### config.mk
export PLATFORM = sky130hd
export DESIGN_NAME = deadline_event_timer_table
export DESIGN_NICKNAME = d
export VERILOG_FILES = /design/src/rtl/det_pkg.sv /design/src/rtl/det_rem.sv /design/src/rtl/deadline_event_timer_table.sv
export SDC_FILE = /design/constraint.sdc
export NUM_CORES = 2
export LEC_CHECK = 0
export ABC_AREA = 1
export BUFFER_PORTS_ARGS = -buffer_cell sky130_fd_sc_hd__buf_2
export CAP_MARGIN = 20
export CORE_MARGIN = 2
export CORE_UTILIZATION = 40
export CTS_BUF_LIST = sky130_fd_sc_hd__clkbuf_8
export DETAILED_ROUTE_END_ITERATION = 8
export GPL_ROUTABILITY_DRIVEN = 1
export GPL_TIMING_DRIVEN = 0
export PLACE_DENSITY = 0.63
export SYNTH_ARGS = -nofsm -noshare
export SYNTH_HDL_FRONTEND = slang
export SYNTH_HIERARCHICAL = 1
export SYNTH_SLANG_ARGS = --single-unit
export TNS_END_PERCENT = 1
### constraint.sdc
create_clock -name clk_i -period 13.9 [get_ports clk_i]
set_input_delay 1.39 -clock clk_i [delete_from_list [all_inputs] [get_ports clk_i]]
set_output_delay 1.39 -clock clk_i [all_outputs]
set_load 0.05 [all_outputs]
### src/rtl/det_pkg.sv
package det_pkg;

  localparam int EVENT_SLOTS = 16;
  localparam int IDX_W       = $clog2(EVENT_SLOTS);
  localparam int DCNT_W      = $clog2(EVENT_SLOTS + 1);
  localparam int MAX_RESULTS = 16;
  localparam int FCNT_W      = $clog2(MAX_RESULTS + 1);

  localparam int TIME_W = 32;
  localparam int MULT_W = 8;
  localparam int TAG_W  = 8;
  localparam int LFSR_W = 16;
  localparam int SPAN_W = MULT_W + 1;
  localparam int PROD_W = TIME_W + MULT_W;
  localparam int SUM_W  = PROD_W + 1;

  localparam logic [LFSR_W-1:0] LFSR_MASK  = 16'hB400;
  localparam logic [LFSR_W-1:0] SEED_RESET = 16'h0001;

  // paddr[2] picks the register word
  localparam logic REG_SEED = 1'b0;

  typedef enum logic {
    ACT_INSERT,
    ACT_TICK
  } action_e;

  typedef enum logic [1:0] {
    ST_INSERTED,
    ST_FULL,
    ST_FIRED,
    ST_NONE_DUE
  } status_e;

  typedef enum logic [3:0] {
    S_IDLE,
    S_FREE,
    S_DUE,
    S_FIND,
    S_EMIT_END,
    S_EMIT_FIRE,
    S_RESCH,
    S_DIV,
    S_MUL,
    S_ADD
  } state_e;

  typedef struct packed {
    logic              start;
    logic [LFSR_W-1:0] dividend;
    logic [SPAN_W-1:0] divisor;
  } rem_req_t;

endpackage

### src/rtl/det_rem.sv
// Restoring remainder, one dividend bit per cycle.
module det_rem (
  input  logic                      clk_i,
  input  logic                      rst_ni,
  input  det_pkg::rem_req_t         req_i,
  output logic                      done_o,
  output logic [det_pkg::SPAN_W-1:0] rem_o
);

  localparam int CNT_W = $clog2(det_pkg::LFSR_W);

  logic                       busy_q, done_q;
  logic [CNT_W-1:0]           cnt_q;
  logic [det_pkg::LFSR_W-1:0] dvd_q;
  logic [det_pkg::SPAN_W-1:0] rem_q, div_q;
  logic [det_pkg::SPAN_W:0]   trial, diff;
  logic                       ge;

  assign trial = {rem_q, dvd_q[det_pkg::LFSR_W-1]};
  assign ge    = trial >= {1'b0, div_q};
  assign diff  = trial - {1'b0, div_q};

  always_ff @(posedge clk_i or negedge rst_ni) begin
    if (!rst_ni) begin
      busy_q <= 1'b0;
      done_q <= 1'b0;
      cnt_q  <= '0;
    end else begin
      done_q <= 1'b0;
      if (req_i.start) begin
        busy_q <= 1'b1;
        cnt_q  <= '0;
      end else if (busy_q) begin
        cnt_q <= cnt_q + CNT_W'(1);
        if (cnt_q == CNT_W'(det_pkg::LFSR_W - 1)) begin
          busy_q <= 1'b0;
          done_q <= 1'b1;
        end
      end
    end
  end

  always_ff @(posedge clk_i) begin
    if (req_i.start) begin
      dvd_q <= req_i.dividend;
      rem_q <= '0;
      div_q <= req_i.divisor;
    end else if (busy_q) begin
      dvd_q <= {dvd_q[det_pkg::LFSR_W-2:0], 1'b0};
      rem_q <= ge ? diff[det_pkg::SPAN_W-1:0] : trial[det_pkg::SPAN_W-1:0];
    end
  end

  assign done_o = done_q;
  assign rem_o  = rem_q;

endmodule

### src/rtl/deadline_event_timer_table.sv
// Channel  | handshake                     | payload
// ---------+-------------------------------+---------------------------------------------
// request  | in_valid_i / in_ready_o       | action, now_time, trigger_at, repeat_interval,
//          |                               | mult_low, mult_high, event_kind, event_tag
// result   | out_valid_o / out_ready_i     | status, fired_kind, fired_tag, last
// config   | APB psel/penable/pwrite       | random_seed at byte address 0
//
// Sequence: an insert walks the slots for the lowest free one. A tick first walks
//   all slots for the due snapshot, then per fired event walks them for the minimum
//   deadline, emits the event and reschedules it, where a random draw waits on the
//   serial remainder unit.
// Each walk goes slot by slot through the single table read port.
// in_ready_o is high only in idle; a pending result register lets one finished
//   result wait while the next request is taken. A stalled result stalls the walk.
// Reset clears the valid bits, the LFSR (to the seed reset) and all control state.
module deadline_event_timer_table (
  input  logic                         clk_i,
  input  logic                         rst_ni,
  input  logic                         in_valid_i,
  output logic                         in_ready_o,
  input  logic                         action_i,
  input  logic [det_pkg::TIME_W-1:0]   now_time_i,
  input  logic [det_pkg::TIME_W-1:0]   trigger_at_i,
  input  logic [det_pkg::TIME_W-1:0]   repeat_interval_i,
  input  logic [det_pkg::MULT_W-1:0]   mult_low_i,
  input  logic [det_pkg::MULT_W-1:0]   mult_high_i,
  input  logic                         event_kind_i,
  input  logic [det_pkg::TAG_W-1:0]    event_tag_i,
  output logic                         out_valid_o,
  input  logic                         out_ready_i,
  output logic [1:0]                   status_o,
  output logic                         fired_kind_o,
  output logic [det_pkg::TAG_W-1:0]    fired_tag_o,
  output logic                         last_o,
  input  logic                         psel,
  input  logic                         penable,
  input  logic                         pwrite,
  input  logic [2:0]                   paddr,
  input  logic [31:0]                  pwdata,
  output logic [31:0]                  prdata,
  output logic                         pready
);

  localparam int N  = det_pkg::EVENT_SLOTS;
  localparam int IW = det_pkg::IDX_W;
  localparam int DW = det_pkg::DCNT_W;
  localparam int FW = det_pkg::FCNT_W;
  localparam int TW = det_pkg::TIME_W;
  localparam int MW = det_pkg::MULT_W;
  localparam int LW = det_pkg::LFSR_W;
  localparam int SW = det_pkg::SPAN_W;

  // slot table; payload has no reset, gated by valid_q
  logic [TW-1:0] dl_q   [N];
  logic [TW-1:0] ivl_q  [N];
  logic [MW-1:0] lo_q   [N];
  logic [MW-1:0] hi_q   [N];
  logic          kind_q [N];
  logic [7:0]    tag_q  [N];
  logic [N-1:0]  valid_q, due_q;

  det_pkg::state_e  state_q, state_d;
  det_pkg::status_e res_status_q, res_status_d, out_status_q;

  logic [IW-1:0] idx_q, pick_q, rd_addr;
  logic [DW-1:0] due_cnt_q;
  logic [FW-1:0] fire_cnt_q;
  logic          found_q;
  logic [TW-1:0] best_dl_q;

  // latched request
  logic [TW-1:0] now_q, trig_q, ivl_in_q;
  logic [MW-1:0] lo_in_q, hi_in_q;
  logic          kind_in_q;
  logic [7:0]    tag_in_q;

  logic [LW-1:0]             seed_q, lfsr_q, lfsr_nx;
  logic [MW-1:0]             mult_q;
  logic [SW-1:0]             span_q, span;
  logic [det_pkg::PROD_W-1:0] prod_q;
  logic [det_pkg::SUM_W-1:0]  sum;
  logic [TW-1:0]             new_dl;

  logic          out_valid_q, out_kind_q, out_last_q;
  logic [7:0]    out_tag_q;

  // strobes
  logic accept, scan_last, out_free, due_now, cand, cfg_wr;
  logic tick_init, ins_init, scan_adv, ins_wr, due_upd, find_upd, emit_end, emit_fire;
  logic mult_direct, draw_go, mul_ld, dl_wr, fire_last;

  det_pkg::rem_req_t       rem_req;
  logic                    rem_done;
  logic [SW-1:0]           rem_val;

  logic [TW-1:0] rd_dl, rd_ivl;
  logic [MW-1:0] rd_lo, rd_hi;
  logic          rd_kind;
  logic [7:0]    rd_tag;

  assign rd_addr = (state_q == det_pkg::S_FREE || state_q == det_pkg::S_DUE ||
                    state_q == det_pkg::S_FIND) ? idx_q : pick_q;
  assign rd_dl   = dl_q[rd_addr];
  assign rd_ivl  = ivl_q[rd_addr];
  assign rd_lo   = lo_q[rd_addr];
  assign rd_hi   = hi_q[rd_addr];
  assign rd_kind = kind_q[rd_addr];
  assign rd_tag  = tag_q[rd_addr];

  assign in_ready_o = (state_q == det_pkg::S_IDLE);
  assign accept     = in_valid_i && in_ready_o;
  assign scan_last  = (idx_q == IW'(N - 1));
  assign out_free   = !out_valid_q || out_ready_i;
  assign due_now    = valid_q[idx_q] && (rd_dl <= now_q);
  // slot 0 opens a fresh search, so the previous best is ignored there
  assign cand       = due_q[idx_q] && (idx_q == '0 || !found_q || rd_dl < best_dl_q);
  assign fire_last  = (due_cnt_q == DW'(1)) || (fire_cnt_q == FW'(det_pkg::MAX_RESULTS - 1));

  // Galois LFSR step, span of the random range
  assign lfsr_nx = lfsr_q[0] ? ((lfsr_q >> 1) ^ det_pkg::LFSR_MASK) : (lfsr_q >> 1);
  assign span    = {1'b0, rd_hi} - {1'b0, rd_lo} + SW'(1);

  assign sum    = {1'b0, {(det_pkg::PROD_W - TW){1'b0}}, rd_dl} + {1'b0, prod_q};
  assign new_dl = (sum[det_pkg::SUM_W-1:TW] != '0) ? '1 : sum[TW-1:0];

  // next state
  always_comb begin
    state_d      = state_q;
    res_status_d = res_status_q;
    unique case (state_q)
      det_pkg::S_IDLE: begin
        if (accept) begin
          state_d = (det_pkg::action_e'(action_i) == det_pkg::ACT_INSERT) ?
                    det_pkg::S_FREE : det_pkg::S_DUE;
        end
      end
      det_pkg::S_FREE: begin
        if (!valid_q[idx_q]) begin
          state_d      = det_pkg::S_EMIT_END;
          res_status_d = det_pkg::ST_INSERTED;
        end else if (scan_last) begin
          state_d      = det_pkg::S_EMIT_END;
          res_status_d = det_pkg::ST_FULL;
        end
      end
      det_pkg::S_DUE: begin
        if (scan_last) begin
          if (due_cnt_q == '0 && !due_now) begin
            state_d      = det_pkg::S_EMIT_END;
            res_status_d = det_pkg::ST_NONE_DUE;
          end else begin
            state_d = det_pkg::S_FIND;
          end
        end
      end
      det_pkg::S_FIND:      if (scan_last) state_d = det_pkg::S_EMIT_FIRE;
      det_pkg::S_EMIT_END:  if (out_free) state_d = det_pkg::S_IDLE;
      det_pkg::S_EMIT_FIRE: if (out_free) state_d = det_pkg::S_RESCH;
      det_pkg::S_RESCH: begin
        if (rd_ivl == '0) begin
          state_d = (due_cnt_q == '0 || fire_cnt_q == FW'(det_pkg::MAX_RESULTS)) ?
                    det_pkg::S_IDLE : det_pkg::S_FIND;
        end else if (rd_lo == '0 || rd_hi < rd_lo) begin
          state_d = det_pkg::S_MUL;
        end else begin
          state_d = det_pkg::S_DIV;
        end
      end
      det_pkg::S_DIV: if (rem_done) state_d = det_pkg::S_MUL;
      det_pkg::S_MUL: state_d = det_pkg::S_ADD;
      det_pkg::S_ADD: begin
        state_d = (due_cnt_q == '0 || fire_cnt_q == FW'(det_pkg::MAX_RESULTS)) ?
                  det_pkg::S_IDLE : det_pkg::S_FIND;
      end
      default: state_d = det_pkg::S_IDLE;
    endcase
  end

  // control strobes
  always_comb begin
    tick_init   = 1'b0;
    ins_init    = 1'b0;
    scan_adv    = 1'b0;
    ins_wr      = 1'b0;
    due_upd     = 1'b0;
    find_upd    = 1'b0;
    emit_end    = 1'b0;
    emit_fire   = 1'b0;
    mult_direct = 1'b0;
    draw_go     = 1'b0;
    mul_ld      = 1'b0;
    dl_wr       = 1'b0;
    unique case (state_q)
      det_pkg::S_IDLE: begin
        tick_init = accept && (det_pkg::action_e'(action_i) == det_pkg::ACT_TICK);
        ins_init  = accept && (det_pkg::action_e'(action_i) == det_pkg::ACT_INSERT);
      end
      det_pkg::S_FREE: begin
        ins_wr   = !valid_q[idx_q];
        scan_adv = 1'b1;
      end
      det_pkg::S_DUE: begin
        due_upd  = 1'b1;
        scan_adv = 1'b1;
      end
      det_pkg::S_FIND: begin
        find_upd = cand;
        scan_adv = 1'b1;
      end
      det_pkg::S_EMIT_END:  emit_end  = out_free;
      det_pkg::S_EMIT_FIRE: emit_fire = out_free;
      det_pkg::S_RESCH: begin
        mult_direct = (rd_ivl != '0) && (rd_lo == '0 || rd_hi < rd_lo);
        draw_go     = (rd_ivl != '0) && (rd_lo != '0) && !(rd_hi < rd_lo);
      end
      det_pkg::S_DIV: mul_ld = 1'b0;
      det_pkg::S_MUL: mul_ld = 1'b1;
      det_pkg::S_ADD: dl_wr  = 1'b1;
      default: ;
    endcase
  end

  assign rem_req.start    = draw_go;
  assign rem_req.dividend = lfsr_nx;
  assign rem_req.divisor  = span;

  det_rem u_rem (
    .clk_i  (clk_i),
    .rst_ni (rst_ni),
    .req_i  (rem_req),
    .done_o (rem_done),
    .rem_o  (rem_val)
  );

  assign cfg_wr = psel && penable && pwrite && pready;

  always_ff @(posedge clk_i or negedge rst_ni) begin
    if (!rst_ni) begin
      state_q      <= det_pkg::S_IDLE;
      res_status_q <= det_pkg::ST_INSERTED;
      valid_q      <= '0;
      due_q        <= '0;
      due_cnt_q    <= '0;
      fire_cnt_q   <= '0;
      idx_q        <= '0;
      found_q      <= 1'b0;
      out_valid_q  <= 1'b0;
      seed_q       <= det_pkg::SEED_RESET;
      lfsr_q       <= det_pkg::SEED_RESET;
    end else begin
      state_q      <= state_d;
      res_status_q <= res_status_d;

      if (tick_init || ins_init) idx_q <= '0;
      else if (scan_adv) idx_q <= scan_last ? '0 : idx_q + IW'(1);

      if (tick_init) begin
        due_q      <= '0;
        due_cnt_q  <= '0;
        fire_cnt_q <= '0;
      end
      if (due_upd && due_now) begin
        due_q[idx_q] <= 1'b1;
        due_cnt_q    <= due_cnt_q + DW'(1);
      end

      if (state_q == det_pkg::S_FIND && idx_q == '0) found_q <= find_upd;
      else if (find_upd) found_q <= 1'b1;

      if (ins_wr) valid_q[idx_q] <= 1'b1;

      if (emit_fire) begin
        due_q[pick_q] <= 1'b0;
        due_cnt_q     <= due_cnt_q - DW'(1);
        fire_cnt_q    <= fire_cnt_q + FW'(1);
      end
      if (state_q == det_pkg::S_RESCH && rd_ivl == '0) valid_q[pick_q] <= 1'b0;

      if (emit_end || emit_fire) out_valid_q <= 1'b1;
      else if (out_ready_i) out_valid_q <= 1'b0;

      if (cfg_wr && paddr[2] == det_pkg::REG_SEED) begin
        seed_q <= pwdata[LW-1:0];
        lfsr_q <= (pwdata[LW-1:0] == '0) ? det_pkg::SEED_RESET : pwdata[LW-1:0];
      end else if (draw_go) begin
        lfsr_q <= lfsr_nx;
      end
    end
  end

  // datapath and table payload
  always_ff @(posedge clk_i) begin
    if (accept) begin
      now_q     <= now_time_i;
      trig_q    <= trigger_at_i;
      ivl_in_q  <= repeat_interval_i;
      lo_in_q   <= mult_low_i;
      hi_in_q   <= mult_high_i;
      kind_in_q <= event_kind_i;
      tag_in_q  <= event_tag_i;
    end
    if (ins_wr) begin
      dl_q[idx_q]   <= trig_q;
      ivl_q[idx_q]  <= ivl_in_q;
      lo_q[idx_q]   <= lo_in_q;
      hi_q[idx_q]   <= hi_in_q;
      kind_q[idx_q] <= kind_in_q;
      tag_q[idx_q]  <= tag_in_q;
    end
    if (dl_wr) dl_q[pick_q] <= new_dl;

    if (find_upd) begin
      pick_q    <= idx_q;
      best_dl_q <= rd_dl;
    end

    if (mult_direct) mult_q <= (rd_lo == '0) ? MW'(1) : rd_lo;
    if (draw_go) span_q <= span;
    if (state_q == det_pkg::S_DIV && rem_done) mult_q <= rd_lo + rem_val[MW-1:0];
    if (mul_ld) begin
      prod_q <= {{(det_pkg::PROD_W - MW){1'b0}}, mult_q} *
                {{(det_pkg::PROD_W - TW){1'b0}}, rd_ivl};
    end

    if (emit_end) begin
      out_status_q <= res_status_q;
      out_kind_q   <= 1'b0;
      out_tag_q    <= '0;
      out_last_q   <= 1'b1;
    end else if (emit_fire) begin
      out_status_q <= det_pkg::ST_FIRED;
      out_kind_q   <= rd_kind;
      out_tag_q    <= rd_tag;
      out_last_q   <= fire_last;
    end
  end

  assign out_valid_o  = out_valid_q;
  assign status_o     = out_status_q;
  assign fired_kind_o = out_kind_q;
  assign fired_tag_o  = out_tag_q;
  assign last_o       = out_last_q;

  assign pready = 1'b1;
  assign prdata = (paddr[2] == det_pkg::REG_SEED) ? {16'h0000, seed_q} : 32'h0000_0000;

  // due count tracks the due bits
  a_due_cnt: assert property (@(posedge clk_i) disable iff (!rst_ni)
    32'(due_cnt_q) == $countones(due_q))
    else $error("due count out of step with due bits");

  // a fired event is a live, due slot
  a_fire_due: assert property (@(posedge clk_i) disable iff (!rst_ni)
    (state_q == det_pkg::S_EMIT_FIRE) |-> (due_q[pick_q] && valid_q[pick_q]))
    else $error("firing a slot that is not due");

  // remainder stays in range
  a_rem_range: assert property (@(posedge clk_i) disable iff (!rst_ni)
    (state_q == det_pkg::S_DIV && rem_done) |-> (rem_val < span_q))
    else $error("remainder out of range");

endmodule
==> metrics.sh <==
RUN_STATUS='finished, final reports clean'
GP_ROUTABILITY_CONGESTION=0.919
YOSYS.AREA.TOP_TYPE='sky130_fd_sc_hd__edfxtp_1'
INSERTION_DELAY_TO_THE_LATER_SINK_OF_THE_WORST_SKEW_PAIR_NS=1.07
DRT_ITER0_DRC=7482
DRT_FIRST_PASS_ITERS=8
WORSTMARGINPINSLEW_NS=1.29
WL_PER_CELL_MICRONS=25.1
NETLIST_INSTANCES=7328
CRIT_PATH_MAX_INCR_DELAY_NS=0.84
LARGEST_NET_DEGREE_AT_THE_START_OF_GLOBAL_ROUTING=60
ENDPOINTS_FAILING_HOLD=0
FRACTION_OF_LAYOUT_INSTANCES_USING_A_DRIVE_STRENGTH_ABOVE_1=0.107
INITIAL_UTILIZATION=0.403
CTS_MADE_BUFFERS=316
CRIT_ARRIVAL_NS=9.86
IOS=211
SYN-CELL-AREA_SQ_MM=0.0828
SYNTHDOMINANTCELLAREASHARE=0.601
SYNTH.MOST_COMMON_CELL='sky130_fd_sc_hd__edfxtp_1'
SETUP_TOTAL_NEGATIVE_SLACK_NS=0
FINAL.SETUP_SKEW_NS=0.0826
POSTCTSSETUPREPAIRBUFS=0
GRT_PASS1_VIAS=60400
YS_ASYNC_RST_SHARE=0.0521
NUM-NETS-FINAL=8461
GRT_FIRST_PASS_WIRELENGTH_MICRONS=395000
GRT_ANTENNA_BEFORE_REPAIR=6
SYNTH_EDF_COUNT=1656
DIE_W_MICRONS=459
ACHIEVABLE-FREQUENCY_GHz=0.109
SYNTH.AVG_CELL_AREA_SQ_UM=11.3
REPORT.FINAL.SETUP_VIOL=0
UNREPAIRED_SETUP_ENDPOINTS_AFTER_GLOBAL_ROUTING='false'
DIEHEIGHT_MICRONS=459
PLACE.PORT_BUFFERS=174
CTS.HOLD.BUFFERS_ADDED=0
CTS.CLK_SLEW.WORST_PATHS_NS=0.06
DIE-AREA_SQ_MM=0.211
CTS-ROOT-BUF='sky130_fd_sc_hd__clkbuf_8'
PLACEMENTROWS=166
SYNTH_SEQ_AREA_SHARE=0.633
VIAS=61600
VIAS_PER_CELL=5.70
CTS_HTREE_LEVELS=5
CRITPATHKIND='register to register'
REMAINING_DRC_ERRORS=0
FILLERS=18700
PERIOD_SHARE=0.661
PATH_MAX_FANOUT=16
PLACE_HPWL_MICRONS=187000
YS.FLOP_TYPE='sky130_fd_sc_hd__edfxtp_1'
DRT_WL_TOTAL_MICRONS=271000
GR-TOTAL-OVERFLOW=0
SYNTHTOPCELLSBYCOUNT='1656 x sky130_fd_sc_hd__edfxtp_1, 1162 x sky130_fd_sc_hd__nand2_1, 949 x sky130_fd_sc_hd__nand3_1'
END_KIND='register'
CP_DATA_REQUIRED_TIME_NS=14.57
TIMING.CRITICAL_PATH.FROM_TYPE='register'
POSTCTSRESIZEDCELLS=0
CORE_AREA_SQ_MM=0.205
TRITONCTS='built'
CTS.SINKS=1767
FINAL-INSTANCE-COUNT-EXCL-FILL=10800
SYNTH_AREA_LEADERS='sky130_fd_sc_hd__edfxtp_1 60%, sky130_fd_sc_hd__nand3_1 5.7%, sky130_fd_sc_hd__nand2_1 5.3%, sky130_fd_sc_hd__fa_1 4.5%, sky130_fd_sc_hd__nor2_1 3.7%'
CAP_VIOL_MAX_COUNT=0
GRTUSAGETOTAL=0.252
SYNTH_SEQ_CELLS=1767
TIMING.FINAL.CRIT_PERIOD_NS=9.19
DP.CELLS=10300
SYNTHTOLAYOUTAREAGROWTH_PCT=14.0
YS_WARN_COUNT=6
CLOCK_TREE.BUFFER_DEPTH=4
WORST_HOLD_PATH_TYPE='input pin to asynchronous set/reset pin'
NUMBER_OF_ANTENNA_VIOLATING_NETS_IN_THE_ROUTED_DESIGN=0
YOSYSUNIQUECELLTYPES=60
TIMING.MAX_SLEW.REL_SLACK=0.140
MAXSLEWVIOLCOUNT=0
SLOWEST_STAGE='sky130_fd_sc_hd__buf_1'
## cell families (layout without fill, tap and decap cells)
family                   after synthesis  count (layout)  share of synthesized area
buffers and inverters                966            1741                     0.0468
other                                  2              21                  0.0000907
adder cells (fa/ha/maj)              386             386                     0.0753
flip-flops                          1767            1767                      0.633
AND/OR/NAND/NOR                     3067            3067                      0.158
AO/OA/AOI/OAI                       1061            1061                     0.0779
XOR/XNOR                              79              79                    0.00836
## worst max-delay path, delay by kind of cell, from the launching register on
kind                     cells  cell delay, ns
AO/OA/AOI/OAI                8            2.21
AND/OR/NAND/NOR             10            2.16
flip-flops                   1            0.49
adder cells (fa/ha/maj)      1            0.52
buffers and inverters        9            3.40
## layout by cell type, fill, tap and decap left out, drive strengths merged, types with 19 or more instances in the layout
| master | count |
|---|---|
| o22ai | 90 |
| xor2 | 60 |
| inv | 669 |
| ha | 199 |
| nand3 | 950 |
| o21ai | 480 |
| clkbuf | 561 |
| a31oi | 33 |
| or2 | 33 |
| clkinv | 97 |
| o221ai | 100 |
| nor3 | 25 |
| nand2 | 1186 |
| fa | 187 |
| o211ai | 97 |
| dfrtp | 90 |
| buf | 401 |
| xnor2 | 19 |
| dfxtp | 19 |
| a21oi | 173 |
| nand4 | 20 |
| edfxtp | 1656 |
| nor2 | 812 |
## metal layers
metal / vias up / GRT usage / wire length [microns]
met3: 674 / 0.0477 / 26900
met4: 4 / 0.125 / 14300
met5: - / 0 / 27
met1: 30200 / 0.333 / 107000
met2: 3633 / 0.399 / 124000
li1: 27000 / - / -
## through the flow
step	hold slack, ns	utilization	instance area, sq um	worst slack, ns
floorplan	0.444	-	82800	6.11
global placement	0.463	0.424	87100	0.844
detailed placement	0.476	0.433	88900	5.07
CTS	0.252	0.460	94400	5.04
global route	0.310	0.460	94400	4.49
finish	0.328	0.460	94400	4.71
## path summary, 6_finish.rpt
path,from,endpoint,slack (ns),cells past startpoint
min,rst_ni,lfsr_q[14],0.33,1
min reg2reg,u_rem/rem_o[8],u_rem/rem_o[8],0.49,2
max,state_q[0],dl_q[5][5],4.71,28
max reg2reg,state_q[0],dl_q[5][5],4.71,28
min in group clk_i,u_rem/rem_o[8],u_rem/rem_o[8],0.49,2
max in group asynchronous,rst_ni,due_cnt_q[3],12.82,2
## area by class of cell
type	instances	area, sq um	area share
antenna	4	10.0	0.000106
buffer	390	1710	0.0182
clock buffer	322	4430	0.0470
clock inverter	203	1000	0.0106
inverter	576	2160	0.0229
multi-input combinational	4610	26800	0.284
sequential	1767	52400	0.555
tap	2688	3360	0.0356
timing repair buffer	250	2480	0.0263
## registers in the layout, summed over array words and instances (netlist names), 32 cells and up
register,cells
now_q,32
prod_q,40
trig_q,32
hi_q,128
tag_q,128
dl_q,512
best_dl_q,32
ivl_in_q,32
ivl_q,512
lo_q,128
Power is not shown: default switching activity piles up to over one toggle a cycle in this logic, so the estimate is an artifact.
